## src/rtl/mlfc_pkg.sv

```systemverilog
// ----------------------------------------------------------------------------
// mlfc_pkg
// Shared types and constants of the meter-link frame checker.
// ----------------------------------------------------------------------------
package mlfc_pkg;

	localparam logic [7:0] HEAD_BYTE        = 8'h68;
	localparam logic [7:0] END_BYTE         = 8'h16;
	localparam logic [7:0] PAYLOAD_OFFSET   = 8'h33;
	localparam logic [8:0] SECOND_HEAD_POS  = 9'd7;
	localparam logic [8:0] LENGTH_POS       = 9'd9;
	localparam logic [8:0] PAYLOAD_START    = 9'd10;
	localparam logic [2:0] IDENT_LENGTH_RST = 3'd4;

	typedef enum logic [1:0] {
		KIND_IDENT  = 2'd0,
		KIND_VALUE  = 2'd1,
		KIND_STATUS = 2'd2
	} kind_t;

	typedef enum logic [2:0] {
		ST_OK              = 3'd0,
		ST_BAD_HEAD        = 3'd1,
		ST_BAD_SECOND_HEAD = 3'd2,
		ST_TRUNCATED       = 3'd3,
		ST_BAD_END         = 3'd4,
		ST_BAD_CHECKSUM    = 3'd5,
		ST_SHORT_PAYLOAD   = 3'd6
	} status_t;

	typedef enum logic [0:0] {
		PH_RECEIVING = 1'b0,
		PH_IGNORING  = 1'b1
	} phase_t;

	typedef struct packed {
		logic [7:0] rx_byte;
		logic       buffer_end;
	} item_t;

	typedef struct packed {
		logic       has;
		kind_t      kind;
		logic [7:0] payload_byte;
		logic [7:0] payload_index;
		status_t    status;
		logic       frame_done;
	} result_t;

endpackage

```

## src/rtl/mlfc_frame.sv

```systemverilog
// ----------------------------------------------------------------------------
// mlfc_frame
// Frame state and per-byte decode: position, length, checksum, phase.
// ----------------------------------------------------------------------------
module mlfc_frame (
	input  logic              clk,
	input  logic              arst_n,
	input  mlfc_pkg::item_t   item,
	input  logic              advance,
	input  logic [2:0]        ident_length,
	output mlfc_pkg::result_t result
);

	mlfc_pkg::phase_t phase_q, phase_d;
	logic [8:0] pos_q, pos_d;
	logic [7:0] len_q, len_d;
	logic [7:0] sum_q, sum_d;
	logic       match_q, match_d;

	logic [9:0] pos_w;
	logic [9:0] chk_pos;
	logic [9:0] fin_pos;
	logic [8:0] idx;
	logic       code_valid;
	mlfc_pkg::status_t code;
	logic       payload;
	logic       take_len;
	logic       take_match;
	logic       add_sum;

	assign pos_w   = {1'b0, pos_q};
	assign chk_pos = {1'b0, mlfc_pkg::PAYLOAD_START} + {2'b00, len_q};
	assign fin_pos = chk_pos + 10'd1;
	assign idx     = pos_q - mlfc_pkg::PAYLOAD_START;

	always_comb begin
		code_valid = 1'b0;
		code       = mlfc_pkg::ST_OK;
		payload    = 1'b0;
		take_len   = 1'b0;
		take_match = 1'b0;
		if (pos_q == 9'd0) begin
			code_valid = (item.rx_byte != mlfc_pkg::HEAD_BYTE);
			code       = mlfc_pkg::ST_BAD_HEAD;
		end else if (pos_q == mlfc_pkg::SECOND_HEAD_POS) begin
			code_valid = (item.rx_byte != mlfc_pkg::HEAD_BYTE);
			code       = mlfc_pkg::ST_BAD_SECOND_HEAD;
		end else if (pos_q == mlfc_pkg::LENGTH_POS) begin
			take_len = 1'b1;
		end else if (pos_w >= {1'b0, mlfc_pkg::PAYLOAD_START} && pos_w < chk_pos) begin
			payload = 1'b1;
		end else if (pos_w == chk_pos) begin
			take_match = 1'b1;
		end else if (pos_w == fin_pos) begin
			code_valid = 1'b1;
			if (!match_q) begin
				code = mlfc_pkg::ST_BAD_CHECKSUM;
			end else if (item.rx_byte != mlfc_pkg::END_BYTE) begin
				code = mlfc_pkg::ST_BAD_END;
			end else if (len_q < {5'b00000, ident_length}) begin
				code = mlfc_pkg::ST_SHORT_PAYLOAD;
			end else begin
				code = mlfc_pkg::ST_OK;
			end
		end
		add_sum = (pos_w < chk_pos) || (pos_q <= mlfc_pkg::LENGTH_POS);
	end

	always_comb begin
		phase_d = phase_q;
		pos_d   = pos_q;
		len_d   = len_q;
		sum_d   = sum_q;
		match_d = match_q;
		unique case (phase_q)
			mlfc_pkg::PH_RECEIVING: begin
				pos_d = pos_q + 9'd1;
				if (take_len) begin
					len_d = item.rx_byte;
				end
				if (take_match) begin
					match_d = (sum_q == item.rx_byte);
				end
				if (add_sum) begin
					sum_d = sum_q + item.rx_byte;
				end
				if (code_valid && !item.buffer_end) begin
					phase_d = mlfc_pkg::PH_IGNORING;
				end
			end
			mlfc_pkg::PH_IGNORING: begin
				phase_d = mlfc_pkg::PH_IGNORING;
			end
			default: begin
				phase_d = mlfc_pkg::PH_RECEIVING;
			end
		endcase
		if (item.buffer_end) begin
			phase_d = mlfc_pkg::PH_RECEIVING;
			pos_d   = '0;
			len_d   = '0;
			sum_d   = '0;
			match_d = 1'b0;
		end
	end

	always_comb begin
		result = '0;
		unique case (phase_q)
			mlfc_pkg::PH_RECEIVING: begin
				if (code_valid || item.buffer_end) begin
					result.has        = 1'b1;
					result.kind       = mlfc_pkg::KIND_STATUS;
					result.status     = code_valid ? code : mlfc_pkg::ST_TRUNCATED;
					result.frame_done = 1'b1;
				end else if (payload) begin
					result.has           = 1'b1;
					result.kind          = (idx < {6'b000000, ident_length}) ?
						mlfc_pkg::KIND_IDENT : mlfc_pkg::KIND_VALUE;
					result.payload_byte  = item.rx_byte - mlfc_pkg::PAYLOAD_OFFSET;
					result.payload_index = idx[7:0];
				end
			end
			mlfc_pkg::PH_IGNORING: begin
				result = '0;
			end
			default: begin
				result = '0;
			end
		endcase
	end

	always_ff @(posedge clk or negedge arst_n) begin
		if (!arst_n) begin
			phase_q <= mlfc_pkg::PH_RECEIVING;
			pos_q   <= '0;
			len_q   <= '0;
			sum_q   <= '0;
			match_q <= 1'b0;
		end else if (advance) begin
			phase_q <= phase_d;
			pos_q   <= pos_d;
			len_q   <= len_d;
			sum_q   <= sum_d;
			match_q <= match_d;
		end
	end

endmodule

```

## config.mk

```make
export PLATFORM = sky130hd
export DESIGN_NAME = mlfc_frame
export DESIGN_NICKNAME = d
export VERILOG_FILES = /design/src/rtl/mlfc_pkg.sv /design/src/rtl/mlfc_frame.sv
export SDC_FILE = /design/constraint.sdc
export NUM_CORES = 1
export LEC_CHECK = 0
export BUFFER_PORTS_ARGS = -buffer_cell sky130_fd_sc_hd__buf_2
export CAP_MARGIN = 25
export CORE_MARGIN = 1
export CORE_UTILIZATION = 35
export CTS_CLUSTER_DIAMETER = 150
export CTS_CLUSTER_SIZE = 25
export DETAILED_ROUTE_END_ITERATION = 10
export SLEW_MARGIN = 20
export SYNTH_ARGS = -nofsm -noshare
export SYNTH_HDL_FRONTEND = slang
export SYNTH_SLANG_ARGS = --single-unit
export TNS_END_PERCENT = 100
```

## constraint.sdc

```tcl
create_clock -name clk -period 9.5 [get_ports clk]
set_input_delay 2.375 -clock clk [delete_from_list [all_inputs] [get_ports clk]]
set_output_delay 2.375 -clock clk [all_outputs]
set_load 0.05 [all_outputs]
```

== After elaboration in Yosys (flattened, before gate mapping) ==
Cells that the tools add are included.
W data, S select, Z words.

* Bits in registers: 27
* Logic and storage cells: 86
* Output and inout port bits: 23
* Input bits: 15

* Bitwise operators: 1
* Muxes and demuxes: 48
* Add/sub/neg operators: 6
* Eq/ne operators: 8
* Order comparisons: 5
* Reduce and logical (&&, ||, !) cells: 13

{| class="wikitable"
|+ Operator list
! cell !! number
|-
| $mux W8 || 6
|-
| $pmux W23 S2 || 1
|-
| $mux W3 || 11
|-
| $mux W1 || 24
|-
| $mux W19 || 1
|-
| $mux W9 || 2
|-
| $mux W16 || 1
|-
| $add A9 B1 Y10 const B || 1
|-
| $eq A9 B10 Y1 || 1
|-
| $add A4 B8 Y9 const A || 1
|-
| $add A9 B1 Y9 const B || 1
|-
| $eq A9 B3 Y1 const B || 1
|-
| $eq A9 B4 Y1 const B || 1
|-
| $eq A9 B9 Y1 || 1
|-
| $ge A9 B4 Y1 const B || 1
|-
| $le A9 B4 Y1 const B || 1
|-
| $logic_not A9 Y1 || 1
|-
| $lt A9 B3 Y1 || 1
|-
| $lt A9 B9 Y1 || 1
|-
| $reduce_and A3 Y1 || 3
|-
| $sub A9 B4 Y9 const B || 1
|-
| $add A8 B8 Y8 || 1
|-
| $eq A8 B8 Y1 || 1
|-
| $lt A8 B3 Y1 || 1
|-
| 12 further kinds || 16
|}

== Depth between registers and ports, before layout ==
Gate-level depths: netlist of the first run.

* Depth after elaboration: 13
* Depth in mapped cells: 13
* Mapped depth without buffers: 11

== Worst setup path before layout of the first run ==
Ideal clock, no wire load.

* Path type: input port to output port
* From: input item[1] (netlist name)
* To: output result[2] (netlist name)
* Buffers on the path: 0
* Slack: 2658 ps
* Data required time: 7125 ps
* Stages: 8
* Data arrival time: 4467 ps
* Cell sequence: inv_1 ha_1 nor4bb_1 nand4b_1 nand4_1 a21oi_1 o21ai_0 a211oi_1

{| class="wikitable"
|+ RTL lines
! item !! RTL line !! text
|-
| from (decl) || mlfc_frame.sv:8 || <nowiki>input mlfc_pkg::item_t item,</nowiki>
|-
| to (decl) || mlfc_frame.sv:11 || <nowiki>output mlfc_pkg::result_t result</nowiki>
|}

==> results of run 1 <==
## path summary, 6_finish.rpt
kind,startpoint,endpoint,slack [ns]
worst max-delay path,len_q[1]$_DFFE_PN0P_,result[20],2.84
worst min-delay path,sum_q[4]$_DFFE_PN0P_,sum_q[4]$_DFFE_PN0P_,0.50
worst max register to register,len_q[1]$_DFFE_PN0P_,sum_q[6]$_DFFE_PN0P_,5.88
worst min register to register,sum_q[4]$_DFFE_PN0P_,sum_q[4]$_DFFE_PN0P_,0.50
max in group asynchronous,arst_n,len_q[3]$_DFFE_PN0P_,6.96
min in group asynchronous,arst_n,pos_q[5]$_DFFE_PN0P_,2.11
## layout by cell type (no fill, tap or decap), types with 2 or more instances in the layout
cell	count
or3_1	2
nor4_1	4
a31oi_1	3
inv_1	20
o21ai_1	3
xor2_1	14
nor3_1	7
xnor2_1	20
xor2_4	2
o21bai_1	2
a21oi_1	19
a211oi_1	4
ha_1	33
a22o_1	14
nor2_1	40
nor2b_1	5
o22ai_1	2
o21ai_0	10
buf_2	37
a21boi_0	3
dfrtp_1	27
a21o_1	5
xnor2_2	2
and3_1	5
nand2b_1	4
nand2_1	25
nor3_2	2
clkbuf_8	3
nand4_1	6
nand3_1	8
nand3b_1	6
## layout make-up
type	instances	area [um2]	area share
flip-flops and latches	27	676	0.209
well taps	105	131	0.0406
repair buffers	37	185	0.0572
clock buffers	3	41.3	0.0127
clock inverters	1	7.51	0.00232
multi-input cells	281	2120	0.654
inverters	21	78.8	0.0243
## flip-flops by register name, summed over array words and instances, names as in the netlist
signal and count:
sum_q 8, len_q 8, pos_q 9, phase_q 1, match_q 1
## cells by family after synthesis
kind of cell	count (synthesis)	share of synthesized area
flops	27	0.228
mux	1	0.00380
fa+ha+maj	34	0.146
buf+inv	36	0.0570
xor+xnor	40	0.146
simple gates	123	0.209
compound gates	83	0.211
## stage by stage
stage          total power [mW]  instance area (um2)
5_1_grt                   0.506                 3240
3_3_place_gp              0.393                 3190
4_1_cts                   0.470                 3240
3_5_place_dp              0.396                 3190
6_report                  0.469                 3240
2_1_floorplan             0.344                 2960
## worst max-delay path: stages (launching register included)
cell and delay (ns):
dfrtp_1 0.56, ha_1 0.53, o2111ai_4 0.21, xor2_4 0.21, ha_1 0.32, a21oi_1 0.15, nand2_1 0.08, a2111oi_2 0.62
and3_1 0.30, nand2_1 0.35, a41oi_1 0.33, buf_2 0.32
## per-layer routing
layer  wire length (um)  GRT usage  up-vias  share of wire
met5                  0          0        -              0
met2               3470      0.294       57           0.48
li1                   -          -     1290              -
met3                324     0.0154        4          0.044
met1               3470      0.253     1223           0.47
met4                 34     0.0256        0         0.0047
## power by group through the flow
stage               clock (mW)  sequential (mW)  combinational [mW]
floorplan                    0            0.151               0.194
global placement             0            0.157               0.236
detailed placement           0            0.158               0.239
CTS                     0.0739            0.155               0.240
global route            0.0794            0.159               0.268
finish                  0.0734            0.155               0.240
==> out/qor.txt, run 1 <==
Status = finished clean
Die Height = 94.0 um
Filler cell count = 830
Main synth FF type = dfrtp_1
Via density = 5.42
Chip width = 94.0 um
Register area share after synthesis = 0.228
Place WS = 3.00 ns
Max-cap viol count = 0
P&R area growth vs syn = 9.29%
Pre-antenna DRT Iters = 4
Placer Congestion = 0.823
# clock sinks = 27
Grt total ovfl = 0
Nets = 420
Cell taking the most area after synthesis = dfrtp_1
Synth async-reset ratio = 1.00
Post-Syn Area per Cell = 8.62 um2
Worst hold path class = reg2reg
CTS tree = built
Hold Fails Final Rpt = 0
R2R depth = 9
Synth unique cells = 65
# Post-CTS Setup Buffers = 0
Clk pwr share = 0.157
CTS HTree Levels = 1
Synth top area share = 0.228
Cells after Synth = 344
CTS max path bufs = 2
Comb pwr share = 0.512
Worst Tran Pin Value = 0.961 ns
Worst setup margin = 2.84 ns
DR vias = 2,574
Crit path required time = 7.13 ns
Synth Warn # = 0
Hold Worst Slack = 0.496 ns
Crit Path Category = reg2out
Flop pwr share = 0.332
Worst-path clk slew = 0.11 ns
Largest net degree at the start of global routing = 28
Non-Filler Instances = 475
Pint = 254 uW
Flops & latches, synth = 27
Switch share = 0.458
Vias in the first global route = 2,467
Final worst path period need = 6.66 ns
First-pass GRT wire length = 12,400 um
Total Die Area = 0.00884 mm2
Final ANT Viol Nets = 0
Number of hold buffers added after cts = 0
RSZ-0062 raised after global routing = no
Avg WL per Cell = 15.4 um
Initial antenna violation count = 0
Tot GR Track Use = 0.177
Residual DRC = 0
Num CTS Buffers = 3
# setup viols final = 0
CP Capture Type = primary output
Layout cells sized above 1 = 0.154
Worst skew pair latency = 0.28 ns
CP Launch Type = flip-flop
Routed WL = 7300 um
Switch Pwr = 215 uW
Placed cell count = 471
Post_cts resized = 0
CTS Root Cell = clkbuf_8
Crit path arrival time = 4.29 ns
Post-Synthesis Net Count = 393
HPWL after DPL = 5710 um
Final clock skew = 0.00220 ns
Mapped Area = 0.00296 mm2
Antenna diodes = 0
Row Count = 33
Final Core Density = 0.394
Worst-path maximum fanout = 16
Setup TNS = 0 ns
Port Buffer Count = 37
Rel. slew slack = 0.352
Most instantiated cells after synthesis = nor2_1 (40), ha_1 (33), dfrtp_1 (27)
Cell with the most instances after synthesis = nor2_1
Core box area = 0.00822 mm2
Hold-critical path depth = 2
Iter 0 DRT Violations = 118
Initial core utilization = 0.361
Peak VDD IR = 0.000227 V
Num ports = 38
Post-synth EDFFs = 0
Lkg Pwr = 1.52 nW
Top cells by area, synth = dfrtp_1 (23%), ha_1 (14%), xnor2_1 (5.9%)
Peak Freq = 150 MHz
Slew Limit Fails = 0
Final period util = 0.701
Pwr per Cell Area = 145 mW/mm2
No activity file was read; power rests on OpenSTA's default activity.
==> run 2: changes to the inputs <==
clock period = 6.4 ns   (was 9.5 ns; I/O delays follow)
==> run 2 against run 1 <==
Register-to-register slack worse by 3.1 ns. Via count is 1.5% lower. Clock power is 47% higher. Clock skew is 0.0076 ns higher. Hold slack better by 0.0059 ns. Core utilization stayed put. Die area stayed put. Largest power group unchanged. Highest routed layer unchanged.
==> out/qor.txt, run 2 (synthesized netlist as in run 1, its figures left out) <==
Hold Fails Final Rpt = 0 (unchanged)
Num CTS Buffers = 3 (unchanged)
Peak Freq = 173 MHz
Worst-path clk slew = 0.10 ns (about the same)
CP Capture Type = primary output
Total power = 693 uW (+48%)
Core box area = 0.00822 mm2 (unchanged)
Max reg flops = 9 (unchanged)
Grt total ovfl = 0 (unchanged)
Lkg Pwr = 1.52 nW (unchanged)
Number of hold buffers added after cts = 0 (unchanged)
Rel. slew slack = 0.334 (-0.0181)
Tot GR Track Use = 0.176 (-0.000788)
Via density = 5.34 (-1.5%)
Residual DRC = 0 (unchanged)
Final Core Density = 0.394 (unchanged)
Largest net degree at the start of global routing = 28 (unchanged)
Worst-path maximum fanout = 16 (unchanged)
Most flops, register = pos_q
Total Die Area = 0.00884 mm2 (unchanged)
Max-cap viol count = 0 (unchanged)
Num ports = 38 (unchanged)
Most frequent cells in the layout = nor2_1 (40), buf_2 (37), ha_1 (33)
CTS tree = built
Setup TNS = 0 ns (unchanged)
Routed WL = 7380 um (+1.1%)
Vias in the first global route = 2,403 (-2.6%)
# clock sinks = 27 (unchanged)
P&R area growth vs syn = 9.29% (unchanged)
First-pass GRT wire length = 12,200 um (-1.3%)
Status = finished clean
Initial core utilization = 0.361 (unchanged)
Slew Limit Fails = 0 (unchanged)
RSZ-0062 raised after global routing = no
Post_cts resized = 0 (unchanged)
Worst hold path class = reg2reg
Nets = 420 (unchanged)
Largest regs = pos_q: 9 flops, len_q: 8 flops, sum_q: 8 flops
CTS HTree Levels = 1 (unchanged)
Layout cells sized above 1 = 0.154 (unchanged)
Crit Path Category = reg2out
Iter 0 DRT Violations = 171 (+45%)
CTS max path bufs = 2 (unchanged)
# setup viols final = 0 (unchanged)
Pwr per Cell Area = 214 mW/mm2 (+48%)
# Post-CTS Setup Buffers = 0 (unchanged)
Antenna diodes = 0 (unchanged)
Commonest non-fill, non-tap cell in the layout = nor2_1
CP Launch Type = flip-flop
Pre-antenna DRT Iters = 4 (unchanged)
HPWL after DPL = 5640 um (-1.2%)
Worst Tran Pin Value = 0.988 ns (+0.0268 ns)
CTS Root Cell = clkbuf_8
Row Count = 33 (unchanged)
Chip width = 94.0 um (unchanged)
Peak VDD IR = 0.000224 V (-1.6%)
Avg WL per Cell = 15.5 um (+1.1%)
Final period util = 0.902
Die Height = 94.0 um (unchanged)
DR vias = 2,535 (-1.5%)
Placer Congestion = 0.810 (-1.7%)
Crit path arrival time = 4.17 ns (-0.12 ns)
Final ANT Viol Nets = 0 (unchanged)
Initial antenna violation count = 0 (unchanged)
Crit path required time = 4.80 ns (-2.33 ns)
Final worst path period need = 5.77 ns
Port Buffer Count = 37 (unchanged)
Final clock skew = 0.00981 ns (+0.00761 ns)
Worst skew pair latency = 0.29 ns (about the same)
[run 2: worst max-delay path, stage by stage, from the launching register on]
cell	delay, ns
dfrtp_1	0.53
ha_1	0.55
o2111ai_4	0.21
xor2_4	0.21
ha_1	0.32
a21oi_1	0.17
nand2_1	0.08
a2111oi_2	0.60
and3_1	0.29
nand2_1	0.34
a41oi_1	0.29
buf_2	0.30
[run 2: cell type report]
class | count | area, um2
fillers | 812 | 4980
flip-flops and latches | 27 | 676
repair buffers | 37 | 185
multi-input cells | 281 | 2120
inverters | 21 | 78.8
well taps | 105 | 131
clock buffers | 3 | 41.3
clock inverters | 1 | 7.51
[run 2: worst paths after layout]
| path | start | endpoint | slack (ns) | depth (start not counted) |
|---|---|---|---|---|
| worst min-delay path | sum_q[4]$_DFFE_PN0P_ | sum_q[4]$_DFFE_PN0P_ | 0.50 | 2 |
| worst max-delay path | len_q[1]$_DFFE_PN0P_ | result[20] | 0.63 | 11 |
| worst min register to register | sum_q[4]$_DFFE_PN0P_ | sum_q[4]$_DFFE_PN0P_ | 0.50 | 2 |
| min in group asynchronous | arst_n | pos_q[0]$_DFFE_PN0P_ | 1.32 | 1 |
| max in group asynchronous | arst_n | len_q[3]$_DFFE_PN0P_ | 4.64 | 1 |
| worst max register to register | len_q[1]$_DFFE_PN0P_ | sum_q[5]$_DFFE_PN0P_ | 2.79 | 9 |
[run 2: per-layer routing]
layer / routed length, um / vias up / track usage
met3: 248 / 6 / 0.00971
met1: 3610 / 1209 / 0.253
met5: 0 / - / 0
met2: 3450 / 41 / 0.291
li1: - / 1279 / -
met4: 69 / 0 / 0.0359
[run 2: stage by stage]
| step | cell area, um2 | setup slack [ns] | hold slack (ns) | std cells |
|---|---|---|---|---|
| after floorplan | 2960 | 0.800 | 0.453 | 344 |
| after global placement | 3190 | 1.07 | 0.471 | 471 |
| after detailed placement | 3190 | 0.953 | 0.480 | 471 |
| after CTS | 3240 | 0.621 | 0.505 | 475 |
| after global routing | 3240 | 0.265 | 0.547 | 475 |
| final | 3240 | 0.626 | 0.502 | 475 |
[run 2: power by group]
group          switching [mW]  internal [mW]  total (mW)
Clock                  0.0634         0.0444       0.108
Combinational           0.223          0.133       0.355
Sequential             0.0309          0.199       0.230
==> run 3: changes to the inputs <==
CORE_UTILIZATION = 59   (was 35)
PLACE_DENSITY = 0.81   (was default)
==> run 3 against run 2 <==
Critical path depth unchanged. Sequential cell count is the same. Register-to-register slack gained 0.13 ns. Total power is 0.49% lower. Final cell count fell by 8.0%. Routed wire length fell by 6.2%. Non-clock buffer count unchanged. Sequential share of layout area grew 0.31 points. Hold slack improved by 0.018 ns. Setup slack gained 0.030 ns. Combinational power about the same.
==> out/qor.txt, run 3 (synthesized netlist as in run 1, its figures left out) <==
Status = finished clean
Final worst path period need = 5.74 ns (-0.0300 ns)
CTS Root Cell = clkbuf_8
Crit path required time = 4.80 ns (about the same)
Final clock skew = 0.00314 ns (-0.00667 ns)
Layout cells sized above 1 = 0.154 (unchanged)
Num ports = 38 (unchanged)
Initial antenna violation count = 0 (unchanged)
Switch Pwr = 313 uW (-1.2%)
Number of hold buffers added after cts = 0 (unchanged)
CP Capture Type = primary output
R2R depth = 9 (unchanged)
Switch share = 0.454 (-0.00320)
Crit path largest cell delay = 0.62 ns (+0.02 ns)
Pwr per Cell Area = 216 mW/mm2 (+0.99%)
Place WS = 1.02 ns (+0.0634 ns)
Critical R2R Launch = len_q[1]$_DFFE_PN0P_
Total Die Area = 0.00531 mm2 (-40%)
R2r setup slk = 2.92 ns (+0.13 ns)
CP Cell Sequence = ha_1 > o2111ai_4 > xor2_4 > ha_1 > a21oi_1 > nand2_1 > a2111oi_2 > and3_1 > nand2_1 > a41oi_1 > buf_2
Worst-path clk slew = 0.11 ns (about the same)
Lkg Pwr = 1.52 nW (unchanged)
Avg WL per Cell = 15.8 um (+1.9%)
Post_cts resized = 0 (unchanged)
Non-Filler Instances = 437 (-8.0%)
Max reg flops = 9 (unchanged)
Placer Congestion = 0.901 (+11%)
Cell Area, Placed = 0.00314 mm2 (-1.5%)
Worst Tran Pin Value = 0.925 ns (-0.0623 ns)
Port Buffer Count = 37 (unchanged)
Grt total ovfl = 0 (unchanged)
P&R area growth vs syn = 7.68%
CTS tree = built
Routed WL = 6920 um (-6.2%)
DRT met1 WL = 3280 um (-9.2%)
Largest net degree at the start of global routing = 28 (unchanged)
Total length of routed met2 wires = 3310 um (-4.2%)
CTS HTree Levels = 1 (unchanged)
Via density = 6.00 (+12%)
Hold Fails Final Rpt = 0 (unchanged)
Slew Limit Fails = 0 (unchanged)
Max-cap viol count = 0 (unchanged)
Placed cell count = 433 (-8.1%)
Nets = 420 (unchanged)
Peak VDD IR = 0.000240 V (+7.5%)
Setup TNS = 0 ns (unchanged)
Crit path arrival time = 4.14 ns (-0.03 ns)
Num CTS Buffers = 3 (unchanged)
Pre-antenna DRT Iters = 6 (+2)
Hold Worst Slack = 0.520 ns (+0.0176 ns)
Residual DRC = 0 (unchanged)
Core box area = 0.00479 mm2 (-42%)
Rel. slew slack = 0.376 (+0.0420)
Worst r2r dst = sum_q[1]$_DFFE_PN0P_
Final period util = 0.898 (-0.00468)
Final Core Density = 0.667 (+0.273)
Delay-heaviest family, CP = compound AO/OA/AOI/OAI gates
DR vias = 2,622 (+3.4%)
Worst setup margin = 0.656 ns (+0.0300 ns)
Met3 WL post-DR = 293 um (+18%)
Highest metal used = met4
Slowest CP cell = a2111oi_2
Antenna diodes = 0 (unchanged)
Hold-critical path depth = 1 (-1)
HPWL after DPL = 5470 um (-2.9%)
Worst hold start = sum_q[2]$_DFFE_PN0P_
Commonest non-fill, non-tap cell in the layout = nor2_1
Flop pwr share = 0.336 (+0.004)
RSZ-0062 raised after global routing = no
Most flops, register = pos_q
Final instance area = 0.00319 mm2 (-1.5%)
# Post-CTS Setup Buffers = 0 (unchanged)
Most frequent cells in the layout = nor2_1 (40), buf_2 (37), ha_1 (33)
First-pass GRT wire length = 11,400 um (-6.4%)
Final ANT Viol Nets = 0 (unchanged)
Filler cell count = 411 (-49%)
Iter 0 DRT Violations = 161 (-5.8%)
Vias in the first global route = 2,316 (-3.6%)
CTS max path bufs = 2 (unchanged)
Worst hold path class = reg2reg
Total power = 690 uW (-0.49%)
Initial core utilization = 0.619 (+0.259)
Row Count = 25 (-24%)
Clk pwr share = 0.152 (-0.004)
Comb pwr share = 0.512 (about the same)
# clock sinks = 27 (unchanged)
Worst Path Buf+Inv = 1 (unchanged)
Hold EP = sum_q[2]$_DFFE_PN0P_
Crit Path Category = reg2out
Peak Freq = 174 MHz (+0.52%)
Worst-path maximum fanout = 16 (unchanged)
Largest regs = pos_q: 9 flops, len_q: 8 flops, sum_q: 8 flops
Pint = 377 uW (about the same)
Chip width = 72.9 um (-22%)
Worst skew pair latency = 0.28 ns (about the same)
Tot GR Track Use = 0.280 (+0.104)
CP Launch Type = flip-flop
# setup viols final = 0 (unchanged)
Die Height = 72.9 um (-22%)
==> run 3: cell counts in the layout (fill, tap and decap cells not counted) <==
No cell type changed its count.
==> run 3: cell type report <==
cell class	instances	area (um2)	share of cell area
multi-input combinational	281	2120	0.664
sequential	27	676	0.212
timing repair buffer	37	185	0.0580
tap	67	83.8	0.0263
inverter	21	78.8	0.0247
clock buffer	3	41.3	0.0129
clock inverter	1	7.51	0.00235
==> run 3: routing by layer <==
layer  track usage  up-vias
li1              -     1280
met3        0.0221        4
met2         0.465       61
met5             0        -
met1         0.405     1277
met4        0.0479        0
==> run 3: worst max-delay path by stage <==
| stage | depth (start not counted) | start | to |
|---|---|---|---|
| after global placement | 11 | len_q[1]$_DFFE_PN0P_ | result[20] |
| final | 11 | len_q[1]$_DFFE_PN0P_ | result[20] |
| after floorplan | 12 | len_q[1]$_DFFE_PN0P_ | result[2] |
| after detailed placement | 11 | len_q[1]$_DFFE_PN0P_ | result[20] |
| after global routing | 11 | len_q[1]$_DFFE_PN0P_ | result[20] |
| after CTS | 11 | len_q[1]$_DFFE_PN0P_ | result[20] |
==> run 3: worst reg2reg max path, delay by kind of cell (launching register included) <==
kind,cells,cell delay (ns)
adder cells (fa/ha/maj),2,0.85
AO/OA/AOI/OAI,5,1.71
XOR/XNOR,1,0.21
AND/OR/NAND/NOR,1,0.14
flip-flops,1,0.52
==> run 3: power by group through the flow <==
stage / clock network, mW / registers, mW / logic, mW
2_1_floorplan: 0 / 0.224 / 0.288
3_3_place_gp: 0 / 0.232 / 0.346
3_5_place_dp: 0 / 0.235 / 0.350
4_1_cts: 0.107 / 0.231 / 0.352
5_1_grt: 0.114 / 0.237 / 0.391
6_report: 0.105 / 0.232 / 0.353
